$ cat src/rtl/assert_macros.svh
// Assertion macros shared by the list RTL; empty when synthesising.
`ifndef ASSERT_MACROS_SVH
`define ASSERT_MACROS_SVH

`ifndef SYNTHESIS

// Clocked property, disabled while reset is held
`define ASSERT_CLK(label, prop) \
  label: assert property (@(posedge clk) disable iff (!rst_n) (prop)) \
    else $error("list assertion failed");

// Same, with a caller-supplied message
`define ASSERT_CLK_MSG(label, prop, msg) \
  label: assert property (@(posedge clk) disable iff (!rst_n) (prop)) \
    else $error(msg);

`else

`define ASSERT_CLK(label, prop)
`define ASSERT_CLK_MSG(label, prop, msg)

`endif

`endif

$ cat src/rtl/ilps_pkg.sv
// Types and constants of the integer list with push and search.
package ilps_pkg;

  localparam int unsigned ValueW  = 32;
  localparam int unsigned ModeW   = 2;
  localparam int unsigned PosW    = 4;
  localparam int unsigned CountW  = 5;
  localparam int unsigned InDataW = 32;
  localparam int unsigned OutDataW = 16;

  // Operation codes carried in in_tuser
  typedef enum logic [ModeW-1:0] {
    MODE_TAIL  = 2'd0,
    MODE_HEAD  = 2'd1,
    MODE_FIND  = 2'd2,
    MODE_COUNT = 2'd3
  } ilps_mode_t;

  // Controller states, one-hot
  typedef enum logic [1:0] {
    ST_IDLE = 2'b01,
    ST_FIND = 2'b10
  } ilps_state_t;

  // Per-cycle command broadcast along the cell row
  typedef struct packed {
    logic              push_head;
    logic              push_tail;
    logic              compare;
    logic [ValueW-1:0] value;
  } ilps_cmd_t;

endpackage

$ cat src/rtl/ilps_cell.sv
// One list cell: holds an entry, shifts from its left neighbour, flags a match.
module ilps_cell #(
  parameter int unsigned IDX    = 0,
  parameter int unsigned CNT_W  = 5
) (
  input  logic                        clk,
  input  ilps_pkg::ilps_cmd_t         cmd,
  input  logic [CNT_W-1:0]            held,
  input  logic [ilps_pkg::ValueW-1:0] left_data,
  output logic [ilps_pkg::ValueW-1:0] data,
  output logic                        match
);
  import ilps_pkg::*;

  logic [ValueW-1:0] data_r;
  logic [ValueW-1:0] data_nxt;
  logic              match_r;
  logic              in_use;

  assign in_use = ({1'b0, held} > (CNT_W+1)'(IDX));

  // Entry update: head push shifts the row, tail push fills slot held
  always_comb begin
    data_nxt = data_r;
    if (cmd.push_head) begin
      data_nxt = (IDX == 0) ? cmd.value : left_data;
    end else if (cmd.push_tail && ({1'b0, held} == (CNT_W+1)'(IDX))) begin
      data_nxt = cmd.value;
    end
  end

  always_ff @(posedge clk) begin
    data_r <= data_nxt;
    if (cmd.compare) begin
      match_r <= in_use && (data_r == cmd.value);
    end
  end

  assign data  = data_r;
  assign match = match_r;

endmodule

$ cat src/rtl/ilps_first_match.sv
// Priority encoder: index of the lowest set match flag along the row.
module ilps_first_match #(
  parameter int unsigned DEPTH = 16,
  parameter int unsigned IDX_W = 4
) (
  input  logic [DEPTH-1:0] match,
  output logic             any,
  output logic [IDX_W-1:0] index
);

  // Scan from the tail so the head-most hit wins
  always_comb begin
    index = '0;
    for (int i = DEPTH - 1; i >= 0; i--) begin
      if (match[i]) begin
        index = IDX_W'(i);
      end
    end
  end

  assign any = |match;

endmodule

$ cat src/rtl/integer_list_push_search_top.sv
// Top level of the integer list: controller, cell row and result register.
//
//  Channel | Ports        | Payload (lowest bit first)
//  --------+--------------+-----------------------------------------------
//  input   | in_t*        | tuser: mode[1:0]; tdata: value[31:0]
//  result  | out_t*       | tdata: found, position[3:0], entry_count[4:0],
//          |              |        overflow, zero pad[15:11]
//
//  Push-tail, push-head and count have their result registered at the input
//  transfer. For a search the cells first register their compares, then the
//  first-match encoder loads the result register.
//  Input is taken while no search is under way and the result register is
//  empty or being emptied in the same cycle. Reset clears the entry count and
//  the handshake state; entry contents need no clearing.
`include "assert_macros.svh"

module integer_list_push_search_top #(
  parameter int unsigned DEPTH = 16
) (
  input  logic                          clk,
  input  logic                          rst_n,
  input  logic                          in_tvalid,
  output logic                          in_tready,
  input  logic [ilps_pkg::ModeW-1:0]    in_tuser,   // mode
  input  logic [ilps_pkg::InDataW-1:0]  in_tdata,   // value
  output logic                          out_tvalid,
  input  logic                          out_tready,
  output logic [ilps_pkg::OutDataW-1:0] out_tdata   // found, position, entry_count, overflow
);
  import ilps_pkg::*;

  localparam int unsigned CntW = $clog2(DEPTH + 1);
  localparam int unsigned IdxW = (DEPTH > 1) ? $clog2(DEPTH) : 1;

  ilps_state_t       state_r, state_nxt;
  logic [CntW-1:0]   held_r, held_nxt;
  logic              out_valid_r;
  logic [OutDataW-1:0] out_data_r;

  logic              in_fire;
  logic              full;
  ilps_mode_t        mode;
  logic              is_push;
  ilps_cmd_t         cmd;

  logic [ValueW-1:0] cell_data [DEPTH];
  logic [DEPTH-1:0]  match;
  logic              hit;
  logic [IdxW-1:0]   hit_idx;

  logic              res_found;
  logic [PosW-1:0]   res_pos;
  logic              res_ovf;
  logic              load_out;

  assign mode    = ilps_mode_t'(in_tuser);
  assign in_fire = in_tvalid && in_tready;
  assign full    = (held_r == CntW'(DEPTH));
  assign is_push = (mode == MODE_TAIL) || (mode == MODE_HEAD);

  assign in_tready = (state_r == ST_IDLE) && (!out_valid_r || out_tready);

  // Command broadcast to the cell row
  always_comb begin
    cmd.value     = in_tdata[ValueW-1:0];
    cmd.push_head = in_fire && (mode == MODE_HEAD) && !full;
    cmd.push_tail = in_fire && (mode == MODE_TAIL) && !full;
    cmd.compare   = in_fire && (mode == MODE_FIND);
  end

  // Cell row; each cell takes its left neighbour's entry on a head push
  for (genvar g = 0; g < DEPTH; g++) begin : g_cell
    logic [ValueW-1:0] left;
    if (g == 0) begin : g_head
      assign left = in_tdata[ValueW-1:0];
    end else begin : g_body
      assign left = cell_data[g-1];
    end
    ilps_cell #(
      .IDX   (g),
      .CNT_W (CntW)
    ) u_cell (
      .clk       (clk),
      .cmd       (cmd),
      .held      (held_r),
      .left_data (left),
      .data      (cell_data[g]),
      .match     (match[g])
    );
  end

  ilps_first_match #(
    .DEPTH (DEPTH),
    .IDX_W (IdxW)
  ) u_first_match (
    .match (match),
    .any   (hit),
    .index (hit_idx)
  );

  // Controller and entry count
  always_comb begin
    state_nxt = state_r;
    held_nxt  = held_r;
    case (state_r)
      ST_IDLE: begin
        if (in_fire) begin
          if (mode == MODE_FIND) begin
            state_nxt = ST_FIND;
          end else if (is_push && !full) begin
            held_nxt = held_r + CntW'(1);
          end
        end
      end
      ST_FIND: begin
        state_nxt = ST_IDLE;
      end
      default: begin
        state_nxt = ST_IDLE;
      end
    endcase
  end

  // Result fields
  always_comb begin
    res_found = 1'b0;
    res_pos   = '0;
    res_ovf   = 1'b0;
    load_out  = 1'b0;
    if (state_r == ST_FIND) begin
      load_out  = 1'b1;
      res_found = hit;
      res_pos   = hit ? PosW'(hit_idx) : '0;
    end else if (in_fire && (mode != MODE_FIND)) begin
      load_out  = 1'b1;
      res_ovf   = is_push && full;
    end
  end

  always_ff @(posedge clk) begin
    if (!rst_n) begin
      state_r     <= ST_IDLE;
      held_r      <= '0;
      out_valid_r <= 1'b0;
    end else begin
      state_r <= state_nxt;
      held_r  <= held_nxt;
      if (load_out) begin
        out_valid_r <= 1'b1;
      end else if (out_tready) begin
        out_valid_r <= 1'b0;
      end
    end
  end

  // Result register; entry count is the value after this item
  always_ff @(posedge clk) begin
    if (load_out) begin
      out_data_r <= {5'd0, res_ovf, CountW'(held_nxt), res_pos, res_found};
    end
  end

  assign out_tvalid = out_valid_r;
  assign out_tdata  = out_data_r;

  // Checks
  `ASSERT_CLK_MSG(a_held_bound, held_r <= CntW'(DEPTH), "entry count beyond depth")
  `ASSERT_CLK_MSG(a_find_slot_free, (state_r == ST_FIND) |-> !out_valid_r,
                  "result register busy when search completes")
  `ASSERT_CLK(a_overflow_flag,
              (in_fire && is_push && full) |=> (out_valid_r && out_data_r[10]))
  `ASSERT_CLK(a_held_steady, !in_fire |=> (held_r == $past(held_r)))
  `ASSERT_CLK(a_find_no_count_change,
              (in_fire && (mode == MODE_FIND)) |=> (held_r == $past(held_r)))

endmodule

$ cat config.mk
export PLATFORM = sky130hd
export DESIGN_NAME = integer_list_push_search_top
export DESIGN_NICKNAME = d
export VERILOG_FILES = /design/src/rtl/ilps_pkg.sv /design/src/rtl/ilps_cell.sv /design/src/rtl/ilps_first_match.sv /design/src/rtl/integer_list_push_search_top.sv
export VERILOG_INCLUDE_DIRS = /design/src /design/src/rtl
export SDC_FILE = /design/constraint.sdc
export NUM_CORES = 1
export LEC_CHECK = 0
export BUFFER_PORTS_ARGS = -buffer_cell sky130_fd_sc_hd__clkbuf_2
export CAP_MARGIN = 20
export CORE_MARGIN = 2
export CORE_UTILIZATION = 31
export CTS_BUF_LIST = sky130_fd_sc_hd__clkbuf_4
export DETAILED_ROUTE_END_ITERATION = 10
export SETUP_SLACK_MARGIN = 0.2
export SYNTH_ARGS = -nofsm -noshare
export SYNTH_HDL_FRONTEND = slang
export SYNTH_SLANG_ARGS = --single-unit
$ cat constraint.sdc
create_clock -name clk -period 6 [get_ports clk]
set_clock_uncertainty 0.2 [all_clocks]
set_input_delay 1.2 -clock clk [delete_from_list [all_inputs] [get_ports clk]]
set_output_delay 1.2 -clock clk [all_outputs]
set_load 0.005 [all_outputs]
# Word-level counts from Yosys, hierarchy flattened
# Cells that the tools add are included.
# W data, S select, Z words.
[word_totals] regBits=547 out_inout_bits=18
[op_classes] addsub=1 magnitude_cmp=16 n_eq_ne=37 n_mux=55 bitwise=3 reduce_logical=73
[op_table] cell="$mux W32" n=32
[op_table] cell="$eq A32 B32 Y1" n=16
[op_table] cell="$logic_and A1 B1 Y1" n=42
[op_table] cell="$eq A5 B4 Y1 const B" n=8
[op_table] cell="$gt A5 B4 Y1 const B" n=8
[op_table] cell="$reduce_bool A2 Y1" n=17
[op_table] cell="$mux W4" n=8
[op_table] cell="$eq A5 B3 Y1 const B" n=4
[op_table] cell="$gt A5 B3 Y1 const B" n=4
[op_table] cell="$mux W5" n=4
[op_table] cell="$reduce_or A16 Y1" n=1
[op_table] cell="$mux W3" n=4
[op_table] cell="$eq A5 B2 Y1 const B" n=2
[op_table] cell="$gt A5 B1 Y1 const B" n=2
[op_table] cell="$gt A5 B2 Y1 const B" n=2
[op_table] cell="$reduce_or A10 Y1" n=1
[op_table] cell="$reduce_or A6 Y1" n=1
[op_table] cell="$add A5 B1 Y5 const B" n=1
[op_table] cell="$eq A5 B1 Y1 const B" n=1
[op_table] cell="$eq A5 B5 Y1 const B" n=1
[op_table] cell="$logic_not A5 Y1" n=1
[op_table] cell="$mux W1" n=5
[op_table] cell="$eq A2 B1 Y1 const B" n=2
[op_table] cell="$eq A2 B2 Y1 const B" n=2
[op_table] cell="10 further kinds" n=16

# Depth between registers and ports, before layout
[logic_depth] depth_word=15 depth_mapped=11

# Modules after synthesis
# A second synthesis with hierarchy kept.
[unflattened] hier_cells=1923 area_unflattened_um2=28782.6
[by_module_without_submodules] module="ilps_cell (g_cell[1].u_cell ...)" n_inst=2 cells_per_inst=115 area_each_um2=1760.4 seq_area_each_um2=991.0
[by_module_without_submodules] module="ilps_cell (g_cell[5].u_cell)" n_inst=1 cells_per_inst=117 area_each_um2=1773.0 seq_area_each_um2=991.0
[by_module_without_submodules] module="ilps_cell (g_cell[10].u_cell)" n_inst=1 cells_per_inst=117 area_each_um2=1767.9 seq_area_each_um2=991.0
[by_module_without_submodules] module="ilps_cell (g_cell[9].u_cell)" n_inst=1 cells_per_inst=116 area_each_um2=1764.2 seq_area_each_um2=991.0
[by_module_without_submodules] module="ilps_cell (g_cell[8].u_cell)" n_inst=1 cells_per_inst=117 area_each_um2=1761.7 seq_area_each_um2=991.0
[by_module_without_submodules] module="ilps_cell (g_cell[12].u_cell)" n_inst=1 cells_per_inst=117 area_each_um2=1759.2 seq_area_each_um2=991.0
[by_module_without_submodules] module="ilps_cell (g_cell[11].u_cell)" n_inst=1 cells_per_inst=116 area_each_um2=1756.7 seq_area_each_um2=991.0
[by_module_without_submodules] module="ilps_cell (g_cell[6].u_cell)" n_inst=1 cells_per_inst=115 area_each_um2=1756.7 seq_area_each_um2=991.0
[by_module_without_submodules] module="ilps_cell (g_cell[2].u_cell)" n_inst=1 cells_per_inst=116 area_each_um2=1755.4 seq_area_each_um2=991.0
[by_module_without_submodules] module="ilps_cell (g_cell[13].u_cell)" n_inst=1 cells_per_inst=116 area_each_um2=1754.2 seq_area_each_um2=991.0
[by_module_without_submodules] module="ilps_cell (g_cell[14].u_cell)" n_inst=1 cells_per_inst=115 area_each_um2=1752.9 seq_area_each_um2=991.0
[by_module_without_submodules] module="ilps_cell (g_cell[4].u_cell)" n_inst=1 cells_per_inst=117 area_each_um2=1747.9 seq_area_each_um2=991.0
[by_module_without_submodules] module="ilps_cell (g_cell[15].u_cell)" n_inst=1 cells_per_inst=115 area_each_um2=1745.4 seq_area_each_um2=991.0
[by_module_without_submodules] module="ilps_cell (g_cell[7].u_cell)" n_inst=1 cells_per_inst=116 area_each_um2=1745.4 seq_area_each_um2=991.0
[by_module_without_submodules] module="3 more rows"

# Worst setup path after synthesis
# Ideal clock, no wire load.
[synth_timing] path_type="input-to-reg" from="in out_tready" to="reg g_cell[0].u_cell.data_r[0] (enable)" arrival_time_ns=4.581 required_ns=5.334 slack_ns=0.754 stages=7 cell_sequence="nor2b_1 nor4b_1 clkbuf_1 and2_1 clkbuf_1 nand2_1 o21ai_0"
[synth_via] elab_chain_len=7 word_cells_on_any_way=9
[synth_lines] item="from (decl)" line="integer_list_push_search_top.sv:27" source="input logic out_tready,"
[synth_lines] item="$logic_or A1 B1 Y1 (*)" line="integer_list_push_search_top.sv:61" source="assign in_tready = (state_r == ST_IDLE) && (!out_valid_r || out_tready);"
[synth_lines] item="$logic_and A1 B1 Y1 (*)" line="integer_list_push_search_top.sv:61"
[synth_lines] item="$logic_and A1 B1 Y1 (*)" line="integer_list_push_search_top.sv:57" source="assign in_fire = in_tvalid && in_tready;"
[synth_lines] item="$logic_and A1 B1 Y1 (2 in a row)" line="integer_list_push_search_top.sv:67" source="cmd.push_tail = in_fire && (mode == MODE_TAIL) && !full;"
[synth_lines] item="$logic_and A1 B1 Y1" line="ilps_cell.sv:27" source="end else if (cmd.push_tail && ({1'b0, held} == (CNT_W+1)'(IDX))) begin"
[synth_lines] item="$reduce_bool A2 Y1 (no line) (*)"
[synth_lines] item="to (signal assigned)" line="ilps_cell.sv:33" source="data_r <= data_nxt;"
[synth_lines] item="to (decl)" line="ilps_cell.sv:15" source="logic [ValueW-1:0] data_r;"
# Every way passes the cells marked *; elsewhere a longest branch is shown, timed or not.
# A chain may end at the register's enable or synchronous reset.

# Worst setup path in the final report
[layout_timing] from="reg held_r[0]" to="reg g_cell[9].u_cell.data_r[2] (enable)"
[layout_via] elab_chain_len=5 word_cells_on_any_way=7
[layout_lines] item="from (decl)" line="integer_list_push_search_top.sv:36" source="logic [CntW-1:0] held_r, held_nxt;"
[layout_lines] item="from (signal assigned)" line="integer_list_push_search_top.sv:147" source="held_r <= held_nxt;"
[layout_lines] item="$eq A5 B5 Y1" line="integer_list_push_search_top.sv:58" source="assign full = (held_r == CntW'(DEPTH));"
[layout_lines] item="$logic_not A1 Y1" line="integer_list_push_search_top.sv:66, integer_list_push_search_top.sv:67"
[layout_lines] item="$logic_and A1 B1 Y1" line="integer_list_push_search_top.sv:67"
[layout_lines] item="$logic_and A1 B1 Y1" line="ilps_cell.sv:27"
[layout_lines] item="$reduce_bool A2 Y1 (no line) (*)"
[layout_lines] item="to (signal assigned)" line="ilps_cell.sv:33"
[layout_lines] item="to (decl)" line="ilps_cell.sv:15"
# Marks and branches as above.

==> results.md <==
* DRT antenna net count at 0
* Critical Path End Type: flip-flop
* CTS HTree Levels at 4
* Cells after synthesis at roughly 2.0k
* Largest net degree at the start of global routing at between 100 and 150
* Area grow syn2layout at 11.4%
* Post-CTS resize count at 0
* Placed Cells at approximately 3.1k
* Tcrit/Tclk final at 0.617
* CP startpoint kind: flip-flop
* Synth warnings at 0
* Area of the multi-input gates at 10,500 um^2
* Worst path depth at 9
* CP delay by family, top: simple AND/OR/NAND/NOR gates
* Maximum clock insertion buffer count at 3
* Via/cell ratio at around 5.3
* Pleak at 12.7 nW
* Layout cells sized above 1 at 0.167
* Synthesis-stage register bit count at about 550
* Commonest non-fill, non-tap cell in the layout: edfxtp_1
* Clock-pin slew on the worst setup and hold paths at ~80 ps
* CP Max Fanout at 32
* F_max at approximately 270 MHz
* Min Hold Slack at 347 ps
* Most frequent cells in the layout: edfxtp_1, a21o_1, xor2_1
* Total negative slack at 0 ps
* WP buf/inv at 4
* Status: finished, final reports clean
* # DRC at 0
* Yosys cell types at slightly above 40
* Rows at 109
* Total Routing Usage GR at 0.184
* Max-cap violations at 0
* Die Span Y at 303 um
* Number of synthesized flops with an enable pin at approximately 540
* Critical path class: reg -> reg
* Initial antenna violation count at 5
* Final setup viols at 0
* Drt total wl at between 80,000 and 90,000 um
* Final nets at 2,163
* Clk root buf: clkbuf_4
* Flip-flop and latch area at ~16,000 um^2
* Layout Cells excl Fill at approximately 3.4k
* Core area at 88,400 um^2
* Asr flop ratio synth at 0
* Post-route minimum period at 3700 ps
* R2R cell count at 9
* Primary FF master, synth: edfxtp_1
* Worst Hold Class: reg -> reg
* Die X-Extent at roughly 300 um
* Util after Layout at 0.349
* DRT iter0 DRCs at approximately 2k
* Slowest cell delay on critical path at roughly 610 ps
* Seq/Total Area, Yosys at 0.591
* Initial core utilization at 0.313
* RSZ-0062 raised after global routing: false
* Io pins at 56
* Number of global-route vias before repair at about 18k
* P per Cell Area at 290 nW/um^2
* Hold Crit Depth at 1
* Max transition margin at 0.247
* Worst path slowest cell: or4_4
* Filler cell count at ~8.6k
* Worst EP required at between 6000 and 7000 ps
* CTS sink count at ~550
* Die area at about 92,000 um^2
* Via Count at approximately 18k
* Dpl hpwl at about 62,000 um
* Clk_lat worst skew at 1000 ps
* Pre-CTS WS at around 1600 ps
* Port Buffer Count at 50
* Routed len/inst at 25.0 um
* Postcts setup bufs at 0
* Avg Cell Area, Syn at about 14 um^2
* Final Hold Viols at 0
* GP Congestion at between 0.9 and 1
* Area of the mapped netlist at approximately 28,000 um^2
* Grt ovf at 0
* Hold buffers post-CTS at 0
* Slew Viols, Final at 0
* DRT Pass-1 Iters at 5
* CTS buffer count at 150
* WP data arrival at 4110 ps
* Worst slew pin tran at around 1100 ps
* CTS tree: done
* Peak supply drop at between 150 and 200 uV
* Worst-path cell chain: inv_1 -> ha_1 -> clkinv_1 -> or4_4 -> and2_1 -> nand2_1 -> buf_8 -> buf_4 -> o21ai_4
* PnR worst setup slack at 2300 ps
* First-pass GRT wire length at 124,000 um
-- per-stage QoR --
stage / total power [mW] / cell area, um^2
global route: 9.24 / 30800
CTS: 8.96 / 30700
finish: 8.93 / 30800
global placement: 5.57 / 28800
floorplan: 5.25 / 27700
detailed placement: 5.59 / 28900
-- flip-flops by register name, summed over array words and instances, names as in the netlist --
signal / flops
held_r: 5
state_r: 2
g_cell.u_cell.match: 16
out_tvalid: 1
g_cell.u_cell.data: 512
out_tdata: 11
-- logic make-up (layout without fill, tap and decap cells) --
| kind of cell | Yosys count | count (layout) | synth area share |
|---|---|---|---|
| buf+inv | 176 | 359 | 0.0375 |
| fa+ha+maj | 5 | 5 | 0.00226 |
| simple gates | 273 | 273 | 0.0660 |
| xor+xnor | 515 | 515 | 0.163 |
| compound gates | 525 | 525 | 0.140 |
| other cells | 1 | 6 | 0.000136 |
| flops | 547 | 547 | 0.591 |
-- worst paths after layout --
| path | startpoint | slack (ps) | end |
|---|---|---|---|
| hold / removal | g_cell[0].u_cell.data[31] | 350 | g_cell[1].u_cell.data[31] |
| setup reg to reg | held_r[0] | 2300 | g_cell[9].u_cell.data[2] |
| hold reg to reg | g_cell[0].u_cell.data[31] | 350 | g_cell[1].u_cell.data[31] |
| setup / recovery | held_r[0] | 2300 | g_cell[9].u_cell.data[2] |
-- where the power goes --
group | switching [mW] | leakage (nW) | total, mW | internal, mW
combinational | 0.669 | 6.53 | 1.03 | 0.358
sequential | 0.104 | 5.01 | 4.51 | 4.41
clock | 1.70 | 1.12 | 3.39 | 1.69
-- per-layer routing --
metal | vias to the layer above | global-route usage | part of all wire | wire, um
met1 | 9111 | 0.248 | 0.43 | 36500
met3 | 158 | 0.0422 | 0.078 | 6650
met5 | - | 0 | 0.00052 | 44
met2 | 852 | 0.294 | 0.47 | 39500
li1 | 7735 | - | - | -
met4 | 6 | 0.0606 | 0.025 | 2150
-- cell usage after synthesis (all sizes together), types with 9 or more instances --
cell / count / area, um^2
edfxtp: 539 / 16200
a21o: 480 / 3600
xor2: 404 / 3540
xnor2: 111 / 972
nor4: 109 / 682
buf: 90 / 716
clkbuf: 76 / 285
nand4: 49 / 307
nor2b: 34 / 423
o21ai: 23 / 115
nor2: 18 / 67.6
nand3: 16 / 80.1
nand2: 13 / 48.8
nor3: 10 / 50.1
inv: 9 / 33.8
-- layout make-up --
type,instances,area share
Clock inverter,44,0.00812
Tap cell,1165,0.0473
Inverter,10,0.00122
Clock buffer,217,0.0528
Antenna cell,1,0.0000812
Sequential cell,547,0.530
Multi-Input combinational cell,1323,0.340
Timing Repair Buffer,88,0.0203
-- worst reg2reg max path, stage by stage (launching register included) --
cell	delay (ps)
dfxtp_1	410
inv_1	200
ha_1	230
clkinv_1	180
or4_4	610
and2_1	240
nand2_1	520
buf_8	240
buf_4	180
o21ai_4	270
Note: power is estimated with default switching activity, not from simulation.
